**src/rtl/core/rrf_ram.sv**
```systemverilog
// ----------------------------------------------------------------------------
// Generic single-port RAM
// One write or read address per cycle, registered read data.
// ----------------------------------------------------------------------------
`default_nettype none

module rrf_ram #(
    parameter int WIDTH = 8,
    parameter int DEPTH = 256
) (
    input  wire logic                     i_clk,
    input  wire logic                     i_we,
    input  wire logic [$clog2(DEPTH)-1:0] i_addr,
    input  wire logic [WIDTH-1:0]         i_wdata,
    output logic      [WIDTH-1:0]         o_rdata
);

    logic [WIDTH-1:0] r_mem [DEPTH];
    logic [WIDTH-1:0] r_rdata;

    always_ff @(posedge i_clk) begin
        if (i_we) begin
            r_mem[i_addr] <= i_wdata;
        end
        r_rdata <= r_mem[i_addr];
    end

    assign o_rdata = r_rdata;

endmodule

`default_nettype wire

```
**config.mk**
```make
export PLATFORM = sky130hd
export DESIGN_NAME = rrf_ram
export DESIGN_NICKNAME = d
export VERILOG_FILES = /design/src/rtl/core/rrf_ram.sv
export SDC_FILE = /design/constraint.sdc
export NUM_CORES = 2
export LEC_CHECK = 0
export ABC_AREA = 1
export BUFFER_PORTS_ARGS = -buffer_cell sky130_fd_sc_hd__buf_4
export CORE_ASPECT_RATIO = 1.2
export CORE_UTILIZATION = 40
export CTS_CLUSTER_DIAMETER = 50
export DETAILED_ROUTE_END_ITERATION = 6
export PLACE_DENSITY = 0.56
export SLEW_MARGIN = 30
export SYNTH_ARGS = -nofsm -noshare
export SYNTH_HDL_FRONTEND = slang
export SYNTH_SLANG_ARGS = --single-unit
```
**constraint.sdc**
```tcl
create_clock -name i_clk -period 1.9 [get_ports i_clk]
set_input_delay 0.19 -clock i_clk [delete_from_list [all_inputs] [get_ports i_clk]]
set_output_delay 0.19 -clock i_clk [all_outputs]
set_load 0.02 [all_outputs]
```
### Word-level counts from Yosys, hierarchy flattened

Memory sizes are Yosys's and may differ from the RTL's. A register that Yosys moved wholly into a read port is not among the register bits.
Index checks and enable logic that the tools add are counted.

* shift-type cells: 0
* multiplexer cells: 2
* div/mod/pow operators: 0
* equality and inequality tests: 0
* reductions and logical operators: 0
* bitwise operators: 0
* multipliers: 0
* order comparisons: 0
* add/sub/neg operators: 0

Operators by type and width (number)
* $mux 1: 2

* memory bits (read-only): 0
* flip-flop bits (word level): 0
* bits in latches: 0
* logic and storage cells: 3
* bits in writable memories: 2048
* output and inout port bits: 8
* memories: 1
* input bits: 18

Memories
* r_mem: words 256, width 8, read ports 1, clocked after memory_dff 1, wr ports 1, line 18 `logic [WIDTH-1:0] r_mem [DEPTH];`

### Depth between registers and ports, before layout

* depth after elaboration: 2
* depth in mapped cells: 15
* depth with buffers taken out: 13

### Worst setup path before layout

OpenSTA, ideal clock, no wires.

* path type: input to register
* start point: in i_addr[1]
* end point: mem r_mem[234][0] (enable)
* path slack: -0.130 ns
* cell stages on the path: 10
* arrival: 1.660 ns
* required time: 1.530 ns
* path through: buf_4 -> inv_4 -> nor2_8 -> buf_4 -> buf_4 -> inv_2 -> nor2_1 -> nand2_1 -> clkbuf_1 -> nor2_1

RTL lines
* start, declared: line 13 `input wire logic [$clog2(DEPTH)-1:0] i_addr,`
* end, declared: line 18

No word-level cell before the write port.

==> flow_metrics.tcl <==
set metrics [dict create \
    n_fill_cell 18790 \
    synth_cell_type_count 18 \
    clock-skew-final_ps 38.50 \
    htreeDepth 4 \
    avgViaCountPerCell 4.956 \
    coreArea_sq_um 210200 \
    clockBufferDepth 3 \
    dpl.cell_count 11210 \
    ir_worst_vdd_mv 0.7256 \
    end_kind "flop" \
    drv_slew 0 \
    power.density_nw_per_um2 943.9 \
    drcViolationCount 2 \
    area_delta_synth_final_pct 20.05 \
    r2r_cells 13 \
    antenna_found_initial 7 \
    avgSynthCellArea_sq_um 10.58 \
    root_buffer "clkbuf_16" \
    wl_met3_um 12630 \
    final_core_util_pct 48.47 \
    holdPathEnd "r_mem[77][4]" \
    cts_tree "yes" \
    final_cells 11590 \
    wl_per_cell_um 20.83 \
    grt_usage_pct 22.45 \
    path_clk_slew_ps 60 \
    synth_nets 8039 \
    start_util_pct 40.37 \
    violations "design-rule violations" \
    cap_viol_max_count 0 \
    slew_headroom_pct 68.00 \
    postSynthCellCount 8021 \
    fmax_ghz 0.5490 \
    drive_above_1_share_pct 14.45 \
    power_mw 96.16 \
    vias 57460 \
    met2_wirelength_um 117800 \
    die_area_sq_um 214000 \
    wl_um 241500 \
    grt_pass1_wl_um 359000 \
    cts_buffers 203 \
    die-width_um 422.5 \
    fin_crit_sh_pct 95.87 \
    fp.dieH_um 506.6 \
    yosysSeqAreaShare_pct 72.66 \
    rsz0062_at_grt "yes" \
    clk_latency_ps 850 \
    ant_nets 0 \
    hold_ws_ps 144.5 \
    worst_pin_slew_ps 478.3 \
    status "complete, but fails checks" \
    top_layer "met5" \
    cts_sinks 2056 \
    wl_met1_um 101900 \
    path_max_fanout 1 \
    hold_depth 6 \
    ys_seq_elements 2056 \
    drtIter0Drc 5082 \
    regArea_sq_um 61660 \
    rr_startpoint "r_mem[8][0]" \
    hold_violations 0 \
    required_ps 2630 \
    cp-start-kind "flop" \
    hpwl_um 153900 \
    hold_class "in -> reg" \
    fin_crit_ps 1821 \
    fp-row-count 184 \
    yosysWarnings 0 \
    grt_pass1_vias 57080 \
    r2r_slack_ps 80 \
    gp_congestion 0.8921 \
    grt_max_degree 77 \
    cts_setup_buffers 0 \
    worstHoldStart "i_addr[7]" \
    leakagePower_nw 41.16 \
    nets 8650 \
    pin_count 26 \
    r2r-end "o_rdata[0]" \
    dr.pass1.iters 7 \
    setup_viol 0 \
    crit_type "reg -> reg" \
    multi_input_area_sq_um 21670 \
    synthesis.area_sq_um 84860 \
    grt-ovfl-total 0 \
    crit_arrival_ps 2550 \
    portBuffers 25 \
]
-- layout make-up --
class,count,area share (%)
Timing Repair Buffer,823,8.177
Clock inverter,133,1.173
Sequential cell,2056,60.53
Clock buffer,240,5.247
Tap cell,2790,3.427
Antenna cell,4,0.009826
Inverter,35,0.1621
Multi-Input combinational cell,5513,21.27
-- layer usage --
layer,track usage [%],up-vias
met1,29.39,27840
li1,-,27610
met5,0,-
met2,38.09,1616
met4,8.525,2
met3,2.827,395
-- layout by cell type, fill, tap and decap left out, drive strengths merged --
master	instances
nand2	4771
edfxtp	2048
buf	813
nor2	362
clkbuf	240
nand3	188
o21ai	160
clkinv	97
inv	46
a21oi	32
bufinv	15
clkinvlp	10
dlygate4sd3	10
dfxtp	8
diode	4
-- power by group --
| part | internal (mW) | switching [mW] | leakage (nW) |
|---|---|---|---|
| Combinational | 2.01 | 4.51 | 19.5 |
| Clock | 22.2 | 17.4 | 3.19 |
| Sequential | 50.0 | 0.106 | 18.5 |
-- what timing repair did --
| action | 4_1_cts | 5_1_grt |
|---|---|---|
| setup endpoints to repair | 10 | 8 |
| hold buffers | 10 | 0 |
| gates resized for setup | 30 | 75 |
| pin swaps | 4 | 31 |
| hold endpoints to repair | 1172 | 0 |
-- per-stage QoR --
step	worst slack (ps)	TNS [ps]	instance area, sq um
floorplan	-130.3	-108950	84970
global placement	-1047	-637640	94930
detailed placement	-1050	-654850	94930
CTS	-0.3031	-0.3031	101700
global route	-6.460	-6.460	101900
finish	78.56	0	101900
-- worst max-delay path, stage by stage (launching register included) --
cell and delay (ps):
edfxtp_1 350, nand2_1 70, nand2_1 80, nand2_1 70
nand3_1 100, nand2_1 100, nand2_1 100, o21ai_2 130
buf_4 120, nand2_2 90, nor2_4 130, nor2_2 70
nor2_4 210, nand2_1 60
-- synthesized netlist by cell type (all sizes together) --
library cell,count,share of area [%]
nand3,188,1.1
inv,35,0.16
nand2,4771,21
clkbuf,170,0.75
buf,247,1.4
nor2,362,1.6
edfxtp,2048,72
a21oi,32,0.19
dfxtp,8,0.19
o21ai,160,0.94
-- cell families after synthesis --
logic type / after synthesis / synth area share, %
simple gates: 5321 / 23.84
buf+inv: 452 / 2.362
compound gates: 192 / 1.132
flops: 2056 / 72.66
-- worst max-delay path by stage --
stage / start / endpoint / cells after the start
final: r_mem[8][0] / o_rdata[0] / 13
after global routing: r_mem[185][6] / o_rdata[6] / 13
after CTS: r_mem[182][6] / o_rdata[6] / 13
after detailed placement: i_addr[0] / o_rdata[6] / 17
after global placement: i_addr[0] / o_rdata[6] / 17
after floorplan: i_addr[1] / r_mem[234][0] / 10
-- registers in the layout, indices dropped and copies added (netlist names) --
name     cells
o_rdata      8
r_mem     2048
(Power assumes the default switching activity.)
