--- src/rtl/core/rrf_pkg.sv ---
// ----------------------------------------------------------------------------
// Rectangle raster fill package
// Widths, register indexes, request codes and shared types.
// ----------------------------------------------------------------------------
`default_nettype none

package rrf_pkg;

    localparam int MAX_SIDE   = 256;
    localparam int FRAC_BITS  = 8;
    localparam int SIDE_W     = $clog2(MAX_SIDE);
    localparam int CNT_W      = SIDE_W + 1;
    localparam int ADDR_W     = 2 * SIDE_W;
    localparam int MEM_DEPTH  = 1 << ADDR_W;
    localparam int COORD_W    = 19;
    localparam int EXT_W      = COORD_W + 2;
    localparam int CODE_W     = 8;
    localparam int CFG_IDX_W  = 2;
    localparam int CFG_DATA_W = 9;

    localparam logic [CFG_IDX_W-1:0] REG_CANVAS_WIDTH    = 2'd0;
    localparam logic [CFG_IDX_W-1:0] REG_CANVAS_HEIGHT   = 2'd1;
    localparam logic [CFG_IDX_W-1:0] REG_BACKGROUND_CODE = 2'd2;

    localparam logic [CNT_W-1:0]  CANVAS_WIDTH_RST  = CNT_W'(256);
    localparam logic [CNT_W-1:0]  CANVAS_HEIGHT_RST = CNT_W'(256);
    localparam logic [CODE_W-1:0] BACKGROUND_RST    = CODE_W'(32);

    localparam logic signed [EXT_W-1:0] ONE_FIX = EXT_W'(1) << FRAC_BITS;

    typedef enum logic [1:0] {
        REQ_CLEAR = 2'd0,
        REQ_DRAW  = 2'd1,
        REQ_READ  = 2'd2
    } t_req_kind;

    typedef enum logic [2:0] {
        ST_IDLE,
        ST_SETUP,
        ST_ROW,
        ST_SCAN,
        ST_READ,
        ST_RDATA,
        ST_RESP
    } t_state;

    typedef enum logic [2:0] {
        SU_XHI,
        SU_YHI,
        SU_XLO1,
        SU_YLO1,
        SU_XHI1,
        SU_YHI1
    } t_setup_step;

    typedef struct packed {
        logic [1:0]                req_type;
        logic signed [COORD_W-1:0] rect_left;
        logic signed [COORD_W-1:0] rect_top;
        logic signed [COORD_W-1:0] rect_width;
        logic signed [COORD_W-1:0] rect_height;
        logic                      filled;
        logic [CODE_W-1:0]         paint_code;
        logic [SIDE_W-1:0]         read_row;
        logic [SIDE_W-1:0]         read_col;
    } t_req_pl;

    typedef struct packed {
        logic signed [EXT_W-1:0] pos;
        logic signed [EXT_W-1:0] lo;
        logic signed [EXT_W-1:0] lo1;
        logic signed [EXT_W-1:0] hi;
        logic signed [EXT_W-1:0] hi1;
    } t_axis_q;

    typedef struct packed {
        logic in_span;
        logic on_border;
    } t_axis_r;

    typedef struct packed {
        logic              we;
        logic [ADDR_W-1:0] addr;
        logic [CODE_W-1:0] wdata;
    } t_mem_req;

    typedef struct packed {
        logic              valid;
        logic              status;
        logic [CODE_W-1:0] pixel;
    } t_result;

endpackage

`default_nettype wire

--- src/rtl/core/rrf_axis_unit.sv ---
// ----------------------------------------------------------------------------
// Rectangle raster fill axis compare unit
// Shared window compare for one axis: inside span and near-edge flags.
// ----------------------------------------------------------------------------
`default_nettype none

module rrf_axis_unit import rrf_pkg::*; (
    input  wire t_axis_q i_q,
    output t_axis_r      o_r
);

    logic signed [EXT_W-1:0] pos;
    logic signed [EXT_W-1:0] lo;
    logic signed [EXT_W-1:0] lo1;
    logic signed [EXT_W-1:0] hi;
    logic signed [EXT_W-1:0] hi1;

    assign pos = i_q.pos;
    assign lo  = i_q.lo;
    assign lo1 = i_q.lo1;
    assign hi  = i_q.hi;
    assign hi1 = i_q.hi1;

    always_comb begin
        o_r.in_span   = (pos >= lo) && (pos <= hi);
        o_r.on_border = (pos < lo1) || (pos > hi1);
    end

endmodule

`default_nettype wire

--- config.mk ---
export PLATFORM = sky130hd
export DESIGN_NAME = rrf_axis_unit
export DESIGN_NICKNAME = d
export VERILOG_FILES = /design/src/rtl/core/rrf_pkg.sv /design/src/rtl/core/rrf_axis_unit.sv
export SDC_FILE = /design/constraint.sdc
export NUM_CORES = 1
export LEC_CHECK = 0
export CORE_MARGIN = 3
export CORE_UTILIZATION = 35
export DETAILED_ROUTE_END_ITERATION = 10
export DONT_BUFFER_PORTS = 1
export PLACE_DENSITY = 0.6
export SLEW_MARGIN = 30
export SYNTH_ARGS = -nofsm -noshare
export SYNTH_HDL_FRONTEND = slang
export SYNTH_SLANG_ARGS = --single-unit
--- constraint.sdc ---
create_clock -name vclk -period 2.3
set_clock_uncertainty 0.2 [all_clocks]
set_input_delay 0.23 -clock vclk [all_inputs]
set_output_delay 0.23 -clock vclk [all_outputs]
set_load 0.05 [all_outputs]
# --- Word level (Yosys, flattened, before mapping) ---
# Index checks and enable logic that the tools add are counted.
classes:
  bitwise: 0
  div_mod_pow: 0
  muxes: 0
  reduce_logical: 2
  shift: 0
  magnitude_cmp: 4
  mul: 0
  n_eq_ne: 0
  add_sub_neg: 0
ops:
  columns: ["op", "n"]
  rows:
  - ["greater-or-equal comparator 21 bit", 1]
  - ["greater-than comparator 21 bit", 1]
  - ["<= comparator 21 bit", 1]
  - ["< comparator 21 bit", 1]
  - ["logical AND 1 bit", 1]
  - ["logical OR 1 bit", 1]
word_totals:
  output_inout_bits: 2
  register_bits: 0
  latch_bits: 0
  mem_bits_ro: 0
  in_bits: 105
  mem_bits_rw: 0
  word_cells: 6
  memories: 0

# --- Logic depth before layout (Yosys ltp) ---
logic_depth:
  depth_word: 2
  depth_mapped: 8
  mapped_depth_nobuf: 8

# --- Worst setup path after synthesis ---
# No wires, ideal clock.
synth_timing:
  path_kind: "input to output"
  startpoint: "input i_q[37] (netlist bit)"
  endpoint: "output o_r[1] (netlist bit)"
  path_slack_ns: -0.314
  stages: 8
  required_time_ns: 1.870
  arrival_ns: 2.184
  n_path_buf: 0
  cell_sequence: "inv_1 > ha_1 > a21oi_1 > o221ai_1 > a221oi_1 > o211ai_1 > xnor2_1 > a22oi_1"
synth_rtl:
  columns: ["item", "line_no", "rtl"]
  rows:
  - ["start: declaration", "rrf_axis_unit.sv:8", "input wire t_axis_q i_q,"]
  - ["end: declaration", "rrf_axis_unit.sv:9", "output t_axis_r o_r"]

==> results.tsv <==
metric	value	unit
crit_path_top_delay_cell	sky130_fd_sc_hd__or4_4	
final-hold-violation-count	0	
io_buffer_count	0	
report.final.slew_viol_count	0	
grt_overflow	0	
drt_pre_antenna_iters	4	
synth_area_per_cell	7.32	um2
synthDistinctLibCells	34	
clock_period_minus_worst_slack	2.23	ns
dr_wl_cell	15.3	um
finalWirelength	5770	um
die_width	84.1	um
whs_path_depth	3	
grt_pass1_wl	8890	um
preCtsSetupSlack	-0.0338	ns
die-height	84.1	um
core	5710	um2
netlist_area	2140	um2
cp-start-kind	input pin	
count_of_inserted_antenna_diode_cells	0	
timing.hold.worst_endpoint	o_r[0]	
layout_worst_path_cycle_share	96.9	%
hp-start	i_q[104]	
gr-usage-all-layers	14.8	%
max_slew_margin	74.9	%
drv.max_cap_violation_count	0	
flow.area_growth_from_synthesis	25.9	%
worst_pin_slew	0.374	ns
library_cell_with_the_highest_instance_count_after_synthesis	sky130_fd_sc_hd__inv_1	
drive_above_1_share	20.7	%
min-delay-path-class	input pin to output pin	
top_level_ports	107	
detailroute.via_count	1976	
synthDominantCellAreaShare	48.6	%
design.die.area	7080	um2
pin_count_of_the_biggest_net_entering_global_routing	5	
timing.setup.critical_path_class	input pin to output pin	
fin_ws	0.0709	ns
seq_cells	0	
clkbuf_count	0	
synthTopCellsByCount	sky130_fd_sc_hd__inv_1, sky130_fd_sc_hd__ha_1, sky130_fd_sc_hd__a21oi_1, sky130_fd_sc_hd__nand2_1	
peakVddDrop	0.0792	mV
setup_viol	0	
total_negative_setup_slacks	0	ns
leakage_power	1.47	nW
synth_sequential_area_ratio	0	%
synth_warnings	0	
hpwlAfterDp	5000	um
gp_congestion	0.787	
yosysTopAreaCell	sky130_fd_sc_hd__ha_1	
synth_area_leaders	sky130_fd_sc_hd__ha_1, sky130_fd_sc_hd__inv_1, sky130_fd_sc_hd__a21oi_1, sky130_fd_sc_hd__a21o_1, sky130_fd_sc_hd__and4_1	
required	1.87	ns
remaining_drc_errors	0	
dr.first_iter.drc_count	29	
syn_inst	292	
path_cells	inv_1, ha_1, or4_4, a21oi_4, o311ai_4, a21oi_2, nand3_1, o211ai_1, buf_4	
drt-vias-per-instance	5.24	
row_count	27	
antenna_found_initial	0	
final.fill_count	565	
initial_standard_cell_utilization_of_the_core	37.4	%
layout.nets	495	
postRouteAntennaNets	0	
mappedNetlistNets	480	
cp-end-kind	output pin	
power_density	179	nW/um2
seq_cell_area	0	um2
worst-endpoint-arrival	1.80	ns
outcome	complete, no violations	
crit_path_max_fanout	2	
max_freq	449	MHz
cpPeakStageDelay	0.54	ns
first_global_vias	2000	
[area by class of cell]
cell class	instances	area (um2)	share of cell area (%)
multi-input combinational	206	2150	80.0
tap	72	90.1	3.35
timing repair buffer	13	110	4.09
inverter	86	338	12.6
[cell families after synthesis]
logic type	share of synthesized area, %
adder cells (fa/ha/maj)	48.6
AO/OA/AOI/OAI	20.6
buffers and inverters	15.1
XOR/XNOR	0.820
AND/OR/NAND/NOR	14.9
[report_power, final]
group	switching (mW)	internal (mW)	total, mW
clock network	0	0	0
logic	0.243	0.238	0.481
registers	0	0	0
total	0.243	0.238	0.481
[metal layers]
| metal | wire length, um | vias to the layer above | global-route usage, % |
|---|---|---|---|
| met4 | 0 | 0 | 0 |
| met2 | 2780 | 68 | 26.4 |
| met3 | 407 | 0 | 3.43 |
| met5 | 0 | - | 0 |
| li1 | - | 1061 | - |
| met1 | 2580 | 847 | 19.2 |
[worst max-delay path, delay by kind of cell]
| kind | cells | cell delay, ns |
|---|---|---|
| AO/OA/AOI/OAI | 4 | 0.51 |
| adder cells (fa/ha/maj) | 1 | 0.18 |
| buffers and inverters | 2 | 0.25 |
| AND/OR/NAND/NOR | 2 | 0.62 |
[how the worst max path moves through the flow]
stage | end | cells past startpoint | startpoint | slack, ns
2_1_floorplan | o_r[0] | 7 | i_q[49] | -0.02
3_3_place_gp | o_r[0] | 9 | i_q[12] | -0.04
3_5_place_dp | o_r[1] | 11 | i_q[33] | -0.03
4_1_cts | o_r[1] | 9 | i_q[35] | -0.02
5_1_grt | o_r[0] | 9 | i_q[10] | -0.03
6_report | o_r[0] | 9 | i_q[43] | 0.07
[metrics by stage]
| step | hold WS (ns) | power (mW) | cell area (um2) | cells | util (%) |
|---|---|---|---|---|---|
| 5_1_grt | 0.696 | 0.555 | 2690 | 377 | 47.1 |
| 6_report | 0.662 | 0.481 | 2690 | 377 | 47.1 |
| 2_1_floorplan | 0.712 | 0.302 | 2210 | 292 | - |
| 3_5_place_dp | 0.664 | 0.410 | 2390 | 375 | 41.9 |
| 3_3_place_gp | 0.684 | 0.402 | 2390 | 375 | 41.9 |
| 4_1_cts | 0.662 | 0.420 | 2410 | 375 | 42.3 |
[placed cells by master, fill, tap and decap left out, types with 2 or more instances in the layout]
| cell type | instances |
|---|---|
| sky130_fd_sc_hd__a21oi_2 | 8 |
| sky130_fd_sc_hd__nor2b_1 | 2 |
| sky130_fd_sc_hd__ha_1 | 64 |
| sky130_fd_sc_hd__inv_1 | 79 |
| sky130_fd_sc_hd__nand3_1 | 6 |
| sky130_fd_sc_hd__nand2_1 | 15 |
| sky130_fd_sc_hd__nand4_1 | 10 |
| sky130_fd_sc_hd__o211ai_1 | 4 |
| sky130_fd_sc_hd__ha_4 | 18 |
| sky130_fd_sc_hd__a21o_1 | 10 |
| sky130_fd_sc_hd__inv_2 | 4 |
| sky130_fd_sc_hd__a21oi_1 | 19 |
| sky130_fd_sc_hd__and4_1 | 8 |
| sky130_fd_sc_hd__o21ai_0 | 2 |
| sky130_fd_sc_hd__nand3b_1 | 2 |
| sky130_fd_sc_hd__and3_1 | 2 |
| sky130_fd_sc_hd__a221oi_2 | 5 |
| sky130_fd_sc_hd__o21a_1 | 3 |
| sky130_fd_sc_hd__buf_4 | 12 |
| sky130_fd_sc_hd__o21ai_1 | 6 |
[what timing repair did]
| action | CTS | global route |
|---|---|---|
| resized for setup | 4 | 37 |
| setup buffers | 0 | 2 |
| hold endpoints to repair | 0 | 0 |
| hold buffers | 0 | 0 |
| pin swaps | 7 | 33 |
| endpoints found under the setup margin | 2 | 2 |
No activity file was read; power rests on OpenSTA's default activity.
