[src/rtl/core/rrf_pkg.sv]
// ----------------------------------------------------------------------------
// Rectangle raster fill package
// Widths, register indexes, request codes and shared types.
// ----------------------------------------------------------------------------
`default_nettype none

package rrf_pkg;

    localparam int MAX_SIDE   = 256;
    localparam int FRAC_BITS  = 8;
    localparam int SIDE_W     = $clog2(MAX_SIDE);
    localparam int CNT_W      = SIDE_W + 1;
    localparam int ADDR_W     = 2 * SIDE_W;
    localparam int MEM_DEPTH  = 1 << ADDR_W;
    localparam int COORD_W    = 19;
    localparam int EXT_W      = COORD_W + 2;
    localparam int CODE_W     = 8;
    localparam int CFG_IDX_W  = 2;
    localparam int CFG_DATA_W = 9;

    localparam logic [CFG_IDX_W-1:0] REG_CANVAS_WIDTH    = 2'd0;
    localparam logic [CFG_IDX_W-1:0] REG_CANVAS_HEIGHT   = 2'd1;
    localparam logic [CFG_IDX_W-1:0] REG_BACKGROUND_CODE = 2'd2;

    localparam logic [CNT_W-1:0]  CANVAS_WIDTH_RST  = CNT_W'(256);
    localparam logic [CNT_W-1:0]  CANVAS_HEIGHT_RST = CNT_W'(256);
    localparam logic [CODE_W-1:0] BACKGROUND_RST    = CODE_W'(32);

    localparam logic signed [EXT_W-1:0] ONE_FIX = EXT_W'(1) << FRAC_BITS;

    typedef enum logic [1:0] {
        REQ_CLEAR = 2'd0,
        REQ_DRAW  = 2'd1,
        REQ_READ  = 2'd2
    } t_req_kind;

    typedef enum logic [2:0] {
        ST_IDLE,
        ST_SETUP,
        ST_ROW,
        ST_SCAN,
        ST_READ,
        ST_RDATA,
        ST_RESP
    } t_state;

    typedef enum logic [2:0] {
        SU_XHI,
        SU_YHI,
        SU_XLO1,
        SU_YLO1,
        SU_XHI1,
        SU_YHI1
    } t_setup_step;

    typedef struct packed {
        logic [1:0]                req_type;
        logic signed [COORD_W-1:0] rect_left;
        logic signed [COORD_W-1:0] rect_top;
        logic signed [COORD_W-1:0] rect_width;
        logic signed [COORD_W-1:0] rect_height;
        logic                      filled;
        logic [CODE_W-1:0]         paint_code;
        logic [SIDE_W-1:0]         read_row;
        logic [SIDE_W-1:0]         read_col;
    } t_req_pl;

    typedef struct packed {
        logic signed [EXT_W-1:0] pos;
        logic signed [EXT_W-1:0] lo;
        logic signed [EXT_W-1:0] lo1;
        logic signed [EXT_W-1:0] hi;
        logic signed [EXT_W-1:0] hi1;
    } t_axis_q;

    typedef struct packed {
        logic in_span;
        logic on_border;
    } t_axis_r;

    typedef struct packed {
        logic              we;
        logic [ADDR_W-1:0] addr;
        logic [CODE_W-1:0] wdata;
    } t_mem_req;

    typedef struct packed {
        logic              valid;
        logic              status;
        logic [CODE_W-1:0] pixel;
    } t_result;

endpackage

`default_nettype wire

[src/rtl/core/rrf_seq.sv]
// ----------------------------------------------------------------------------
// Rectangle raster fill sequencer
// Setup adder, row/column scan counters and canvas access control.
// ----------------------------------------------------------------------------
`default_nettype none

module rrf_seq import rrf_pkg::*; (
    input  wire logic              i_clk,
    input  wire logic              i_rst_n,
    input  wire logic              i_start,
    input  wire t_req_pl           i_req,
    input  wire logic [CNT_W-1:0]  i_cols,
    input  wire logic [CNT_W-1:0]  i_rows,
    input  wire logic [CODE_W-1:0] i_bg,
    input  wire logic              i_res_free,
    input  wire t_axis_r           i_ax,
    input  wire logic [CODE_W-1:0] i_mem_rdata,
    output logic                   o_idle,
    output t_axis_q                o_ax,
    output t_mem_req               o_mem,
    output t_result                o_res
);

    t_state                  r_state;
    t_state                  n_state;
    t_setup_step             r_step;
    logic                    r_is_clear;
    logic                    r_fill;
    logic [CODE_W-1:0]       r_code;
    logic [SIDE_W-1:0]       r_rrow;
    logic [SIDE_W-1:0]       r_rcol;
    logic signed [EXT_W-1:0] r_x;
    logic signed [EXT_W-1:0] r_y;
    logic signed [EXT_W-1:0] r_w;
    logic signed [EXT_W-1:0] r_h;
    logic signed [EXT_W-1:0] r_xhi;
    logic signed [EXT_W-1:0] r_yhi;
    logic signed [EXT_W-1:0] r_xlo1;
    logic signed [EXT_W-1:0] r_ylo1;
    logic signed [EXT_W-1:0] r_xhi1;
    logic signed [EXT_W-1:0] r_yhi1;
    logic [SIDE_W-1:0]       r_row;
    logic [SIDE_W-1:0]       r_col;
    logic                    r_row_in;
    logic                    r_row_bd;
    logic                    r_status;
    logic [CODE_W-1:0]       r_pixel;

    logic                    empty;
    logic                    bad_rect;
    logic                    col_last;
    logic                    row_last;
    logic signed [EXT_W-1:0] add_a;
    logic signed [EXT_W-1:0] add_b;
    logic signed [EXT_W-1:0] add_sum;

    assign empty    = (i_cols == '0) || (i_rows == '0);
    assign bad_rect = i_req.rect_width[COORD_W-1] || (i_req.rect_width == '0)
                   || i_req.rect_height[COORD_W-1] || (i_req.rect_height == '0);
    assign col_last = ({1'b0, r_col} == (i_cols - CNT_W'(1)));
    assign row_last = ({1'b0, r_row} == (i_rows - CNT_W'(1)));

    always_comb begin
        add_a = '0;
        add_b = '0;
        unique case (r_step)
            SU_XHI:  begin add_a = r_x;   add_b = r_w;      end
            SU_YHI:  begin add_a = r_y;   add_b = r_h;      end
            SU_XLO1: begin add_a = r_x;   add_b = ONE_FIX;  end
            SU_YLO1: begin add_a = r_y;   add_b = ONE_FIX;  end
            SU_XHI1: begin add_a = r_xhi; add_b = -ONE_FIX; end
            SU_YHI1: begin add_a = r_yhi; add_b = -ONE_FIX; end
            default: begin add_a = '0;    add_b = '0;       end
        endcase
        add_sum = add_a + add_b;
    end

    always_comb begin
        n_state = r_state;
        unique case (r_state)
            ST_IDLE: begin
                if (i_start) begin
                    unique case (i_req.req_type)
                        REQ_CLEAR: n_state = empty ? ST_RESP : ST_ROW;
                        REQ_DRAW:  n_state = bad_rect ? ST_RESP : ST_SETUP;
                        REQ_READ:  n_state = ST_READ;
                        default:   n_state = ST_RESP;
                    endcase
                end
            end
            ST_SETUP: begin
                if (r_step == SU_YHI1) begin
                    n_state = empty ? ST_RESP : ST_ROW;
                end
            end
            ST_ROW:  n_state = ST_SCAN;
            ST_SCAN: begin
                if (col_last) begin
                    n_state = row_last ? ST_RESP : ST_ROW;
                end
            end
            ST_READ:  n_state = ST_RDATA;
            ST_RDATA: n_state = ST_RESP;
            ST_RESP: begin
                if (i_res_free) begin
                    n_state = ST_IDLE;
                end
            end
            default: n_state = ST_IDLE;
        endcase
    end

    always_comb begin
        o_idle        = (r_state == ST_IDLE);
        o_ax.pos      = EXT_W'(r_col) << FRAC_BITS;
        o_ax.lo       = r_x;
        o_ax.lo1      = r_xlo1;
        o_ax.hi       = r_xhi;
        o_ax.hi1      = r_xhi1;
        o_mem.we      = 1'b0;
        o_mem.addr    = {r_row, r_col};
        o_mem.wdata   = r_is_clear ? i_bg : r_code;
        o_res.valid   = 1'b0;
        o_res.status  = r_status;
        o_res.pixel   = r_pixel;
        unique case (r_state)
            ST_ROW: begin
                o_ax.pos = EXT_W'(r_row) << FRAC_BITS;
                o_ax.lo  = r_y;
                o_ax.lo1 = r_ylo1;
                o_ax.hi  = r_yhi;
                o_ax.hi1 = r_yhi1;
            end
            ST_SCAN: begin
                o_mem.we = r_is_clear || (r_row_in && i_ax.in_span
                           && (r_fill || r_row_bd || i_ax.on_border));
            end
            ST_READ:  o_mem.addr  = {r_rrow, r_rcol};
            ST_RESP:  o_res.valid = 1'b1;
            default: ;
        endcase
    end

    always_ff @(posedge i_clk) begin
        if (!i_rst_n) begin
            r_state <= ST_IDLE;
        end else begin
            r_state <= n_state;
        end
    end

    always_ff @(posedge i_clk) begin
        unique case (r_state)
            ST_IDLE: begin
                if (i_start) begin
                    r_is_clear <= (i_req.req_type == REQ_CLEAR);
                    r_fill     <= i_req.filled;
                    r_code     <= i_req.paint_code;
                    r_rrow     <= i_req.read_row;
                    r_rcol     <= i_req.read_col;
                    r_x <= {{(EXT_W-COORD_W){i_req.rect_left[COORD_W-1]}}, i_req.rect_left};
                    r_y <= {{(EXT_W-COORD_W){i_req.rect_top[COORD_W-1]}}, i_req.rect_top};
                    r_w <= {{(EXT_W-COORD_W){i_req.rect_width[COORD_W-1]}},
                            i_req.rect_width};
                    r_h <= {{(EXT_W-COORD_W){i_req.rect_height[COORD_W-1]}},
                            i_req.rect_height};
                    r_status   <= (i_req.req_type == REQ_DRAW) && bad_rect;
                    r_pixel    <= '0;
                    r_step     <= SU_XHI;
                    r_row      <= '0;
                    r_col      <= '0;
                end
            end
            ST_SETUP: begin
                unique case (r_step)
                    SU_XHI:  r_xhi  <= add_sum;
                    SU_YHI:  r_yhi  <= add_sum;
                    SU_XLO1: r_xlo1 <= add_sum;
                    SU_YLO1: r_ylo1 <= add_sum;
                    SU_XHI1: r_xhi1 <= add_sum;
                    SU_YHI1: r_yhi1 <= add_sum;
                    default: ;
                endcase
                r_step <= t_setup_step'(r_step + 3'd1);
            end
            ST_ROW: begin
                r_row_in <= i_ax.in_span;
                r_row_bd <= i_ax.on_border;
                r_col    <= '0;
            end
            ST_SCAN: begin
                if (col_last) begin
                    r_row <= r_row + SIDE_W'(1);
                end else begin
                    r_col <= r_col + SIDE_W'(1);
                end
            end
            ST_RDATA: r_pixel <= i_mem_rdata;
            default: ;
        endcase
    end

endmodule

`default_nettype wire

[config.mk]
export PLATFORM = sky130hd
export DESIGN_NAME = rrf_seq
export DESIGN_NICKNAME = d
export VERILOG_FILES = /design/src/rtl/core/rrf_pkg.sv /design/src/rtl/core/rrf_seq.sv
export SDC_FILE = /design/constraint.sdc
export NUM_CORES = 1
export LEC_CHECK = 0
export BUFFER_PORTS_ARGS = -buffer_cell sky130_fd_sc_hd__buf_4
export CAP_MARGIN = 20
export CORE_UTILIZATION = 59
export DETAILED_ROUTE_END_ITERATION = 12
export GPL_ROUTABILITY_DRIVEN = 0
export GPL_TIMING_DRIVEN = 0
export HOLD_SLACK_MARGIN = 0.02
export PLACE_DENSITY = 0.9
export SLEW_MARGIN = 25
export SYNTH_ARGS = -nofsm -noshare
export SYNTH_HDL_FRONTEND = slang
export SYNTH_SLANG_ARGS = --single-unit
export TNS_END_PERCENT = 10
[constraint.sdc]
create_clock -name i_clk -period 9.4 [get_ports i_clk]
set_input_delay 2.82 -clock i_clk [delete_from_list [all_inputs] [get_ports i_clk]]
set_output_delay 2.82 -clock i_clk [all_outputs]
set_load 0.005 [all_outputs]
Yosys cells after proc, flatten, opt, wreduce, memory -nomap -nowiden
Index checks and enable logic that the tools add are counted.
{"block": "classes", "n_eq_ne": 20, "addsub": 6, "n_reduce_logical": 37, "muxes": 24}
{"op": "$pmux W21 S4", "n": 2}
{"op": "$mux W100", "n": 1}
{"op": "$logic_not A19 Y1", "n": 2}
{"op": "$mux W8", "n": 4}
{"op": "$pmux W8 S2", "n": 2}
{"op": "$mux W3", "n": 8}
{"op": "$pmux W8 S3", "n": 1}
{"op": "$add A21 B21 Y21", "n": 1}
{"op": "$pmux W3 S7", "n": 1}
{"op": "$eq A8 B9 Y1", "n": 2}
{"op": "$logic_not A9 Y1", "n": 2}
{"op": "$reduce_and A2 Y1", "n": 9}
{"op": "$sub A9 B1 Y9 const B", "n": 2}
{"op": "$add A8 B1 Y8 const B", "n": 2}
{"op": "$mux W16", "n": 1}
{"op": "$eq A3 B3 Y1 const B", "n": 5}
{"op": "$eq A3 B2 Y1 const B", "n": 4}
{"op": "$ne A2 B2 Y1 const B", "n": 5}
{"op": "$pmux W3 S3", "n": 1}
{"op": "$reduce_or A2 Y1", "n": 4}
{"op": "$logic_or A1 B1 Y1", "n": 7}
{"op": "$eq A3 B1 Y1 const B", "n": 2}
{"op": "$logic_not A3 Y1", "n": 2}
{"op": "$pmux W3 S2", "n": 1}
{"op": "other kinds (10)", "n": 16}
{"block": "totals", "reg_bits": 261, "output_inout_bits": 141, "wordCells": 110}

Longest topological paths before layout
{"block": "logic_depth", "depth_word": 8, "depth_mapped": 17}

Worst setup path after synthesis
OpenSTA, ideal clock, no wires.
{"block": "synth_timing", "path_type": "in2out", "startpoint": "in i_ax[0] in the netlist's numbering", "endpoint": "out o_mem[24] in the netlist's numbering", "required_time_ns": 6.580, "arrival_time_ns": 3.333, "cell_stages": 3, "path_slack_ns": 3.247, "cell_sequence": "or3_1 a31oi_1 nor2_1"}
{"item": "from (decl)", "line": "rrf_seq.sv:16", "rtl": "input wire t_axis_r i_ax,"}
{"item": "to (decl)", "line": "rrf_seq.sv:20", "rtl": "output t_mem_req o_mem,"}

==> flow_summary.ini <==
[cts]
cts_tree = done
cts.sink_count = 261
ctsHoldBuffers = 0
clock_path_buffers = 3
cts_setup_buffers = 0
clk_latency_ps = 530
ctsResizeCount = 0
clkTransAtPathRegs_ps = 60
cts_buffers = 26
htreeDepth = 1
ctsRootBufferMaster = clkbuf_16

[detailed_routing]
dr.pass1.iters = 6
via_per_inst = 6.026
wl_per_cell_um = 21.45
drc_errors = 0
drt_iter0_drc = 883
wirelength_um = 32290
vias = 9069
final_antenna_net_count = 0

[grt]
top_usage_layer = met2
grt_pass1_wl_um = 48910
use_met1_pct = 36.91
grt_usage_pct = 29.83
grt_max_degree = 74
use_met3_pct = 5.435
grt_util_met2_pct = 52.18
antenna_found_initial = 0
first_global_vias = 9136
grt-ovfl-total = 0

[logic_synthesis]
synth_seq_cells = 261
synth_area_leaders = edfxtp_1 63%, mux2_2 10%, ha_1 3.0%
synth.area.mux_share_pct = 10.27
synth_compound_area_share_pct = 8.538
yosys.area.top_type_share_pct = 62.56
yosysUniqueCellTypes = 64
ys_seq_area_share_pct = 63.05
async_flop_share_pct = 0
yosys.area_share.simple_pct = 8.306
synth_edf_count = 258
synth_fa_ha_area_share_pct = 3.193
synth_top_area_cell = edfxtp_1
avgSynthCellArea_um2 = 13.79
synth_top_family_by_area = multiplexers
syn_area_um2 = 12380
synth-main-ff-cell = edfxtp_1
syn_inst = 898
synth-xor-area-share_pct = 3.395
yosysWarnings = 0

[placed_design]
dp_hpwl_um = 22530
dp_slack_ps = 2951
port_buffers = 269

[timing]
max_freq_mhz = 155.0
finalCriticalPeriod_ps = 6452
tns_ps = 0
whs_ps = 674.0
worst_pin_slew_ps = 1110
fin_crit_sh_pct = 68.64
skew_ps = 12.11
fin_ws_ps = 2948
finalHoldViolCount = 0
rsz0062_at_grt = no
final_max_slew_viol_count = 0
maxSlewHeadroom_pct = 25.32
setup_viol = 0

[die]
coreArea_um2 = 20430
placementRows = 52
initial_core_util_pct = 60.61
die_h_um = 146.9
dieWidth_um = 146.9
die-area_um2 = 21570
io-pin-count = 284

[cells_and_area]
syn2layout_area_growth_pct = 27.31
drive_gt1_share_pct = 37.65
num-fill-cells = 1198
layout_common_cells = 291 x buf_4, 258 x edfxtp_1, 112 x mux2_2
nets = 1389
final_util_pct = 77.17
diodes = 0
final_common_cell = buf_4

[pwr]
p_per_area_nw_per_um2 = 382.7
leakage_nw = 6.153
peakVddDrop_mv = 0.2305
p_total_mw = 6.033

[critical_path]
end_kind = output pin
crit_arrival_ps = 3630
cp-start-kind = input pin
path_class = input pin to output pin
cp_max_fo = 2
crit_required_ps = 6580

[worst_hold_path]
hp-class = flip-flop to flip-flop

[job]
drv_cap = 0

[run_status]
status = finished, final reports clean
==> critical path, cell delays in order <==
cell	delay, ps
buf_4	110
or3_1	310
a31oi_1	170
nor2_1	70
buf_4	160
==> sequential cells by signal, indices dropped and copies added, names as in the netlist, 19 cells and up <==
| signal | cells |
|---|---|
| r_x | 19 |
| r_ylo1 | 21 |
| r_xhi | 21 |
| r_h | 19 |
| r_w | 19 |
| r_y | 19 |
| r_yhi | 21 |
| r_yhi1 | 21 |
| r_xlo1 | 21 |
| r_xhi1 | 21 |
==> per-stage QoR <==
stage / instances / cell area (um2)
after detailed placement: 1457 / 14890
final: 1505 / 15770
after CTS: 1505 / 15760
after global routing: 1505 / 15770
after floorplan: 910 / 12430
after global placement: 1449 / 14790
==> cells in the mapped netlist, types with 2 or more instances <==
cell and n:
a211oi_1 5, a21boi_0 2, a21o_1 7, a21o_2 2
a21oi_1 31, a221o_1 3, a221oi_1 3, a222oi_1 18
a22oi_1 8, a31oi_1 4, and2_1 4, and3_1 17
buf_4 17, buf_6 2, clkbuf_1 38, clkbuf_8 3
dfxtp_1 3, edfxtp_1 258, ha_1 30, inv_1 16
mux2_2 112, nand2_1 64, nand2b_1 6, nand3_1 20
nand4_1 2, nor2_1 56, nor2b_1 4, nor3_1 8
nor3b_1 5, nor4_1 9, nor4b_1 3, o2111ai_1 2
o211ai_1 4, o21a_1 4, o21ai_0 44, o21bai_1 4
o31ai_1 3, or3_1 2, or4_1 3, or4_4 2
xnor2_1 30, xor2_1 18
==> final cells by class <==
cell class / instances / area (um2) / share of cell area, %
flip-flops and latches: 261 / 7807 / 49.52
multi-input cells: 572 / 4240 / 26.90
repair buffers: 277 / 2107 / 13.37
clock buffers: 34 / 701.9 / 4.452
plain buffers: 61 / 339.1 / 2.151
well taps: 270 / 337.8 / 2.143
clock inverters: 14 / 166.4 / 1.056
inverters: 16 / 65.06 / 0.4127
==> logic make-up after synthesis <==
group / after synthesis
flip-flops: 261
AND/OR/NAND/NOR: 212
AO/OA/AOI/OAI: 155
multiplexers: 113
buffers and inverters: 77
XOR/XNOR: 48
adder cells (fa/ha/maj): 31
other: 1
==> per-layer routing <==
metal  share of wire, %  wire (um)
met4                3.3       1054
met3                 10       3306
met5                  0          0
met1                 35      11370
met2                 51      16550
==> path summary, 6_finish.rpt <==
path | from | endpoint | slack, ps | cells past startpoint
hold reg to reg | r_step[0] | r_step[0] | 670 | 1
setup reg to reg | r_step[2] | r_xhi1[19] | 4700 | 15
setup / recovery | i_ax[0] | o_mem[24] | 2950 | 5
hold / removal | r_step[0] | r_step[0] | 670 | 1
==> report_power, final <==
group	total [mW]	internal, mW	switching, mW
clock	1.06	0.634	0.427
combinational	2.83	1.11	1.73
sequential	2.14	2.02	0.119
total	6.03	3.76	2.27
Note: power is estimated with default switching activity, not from simulation.
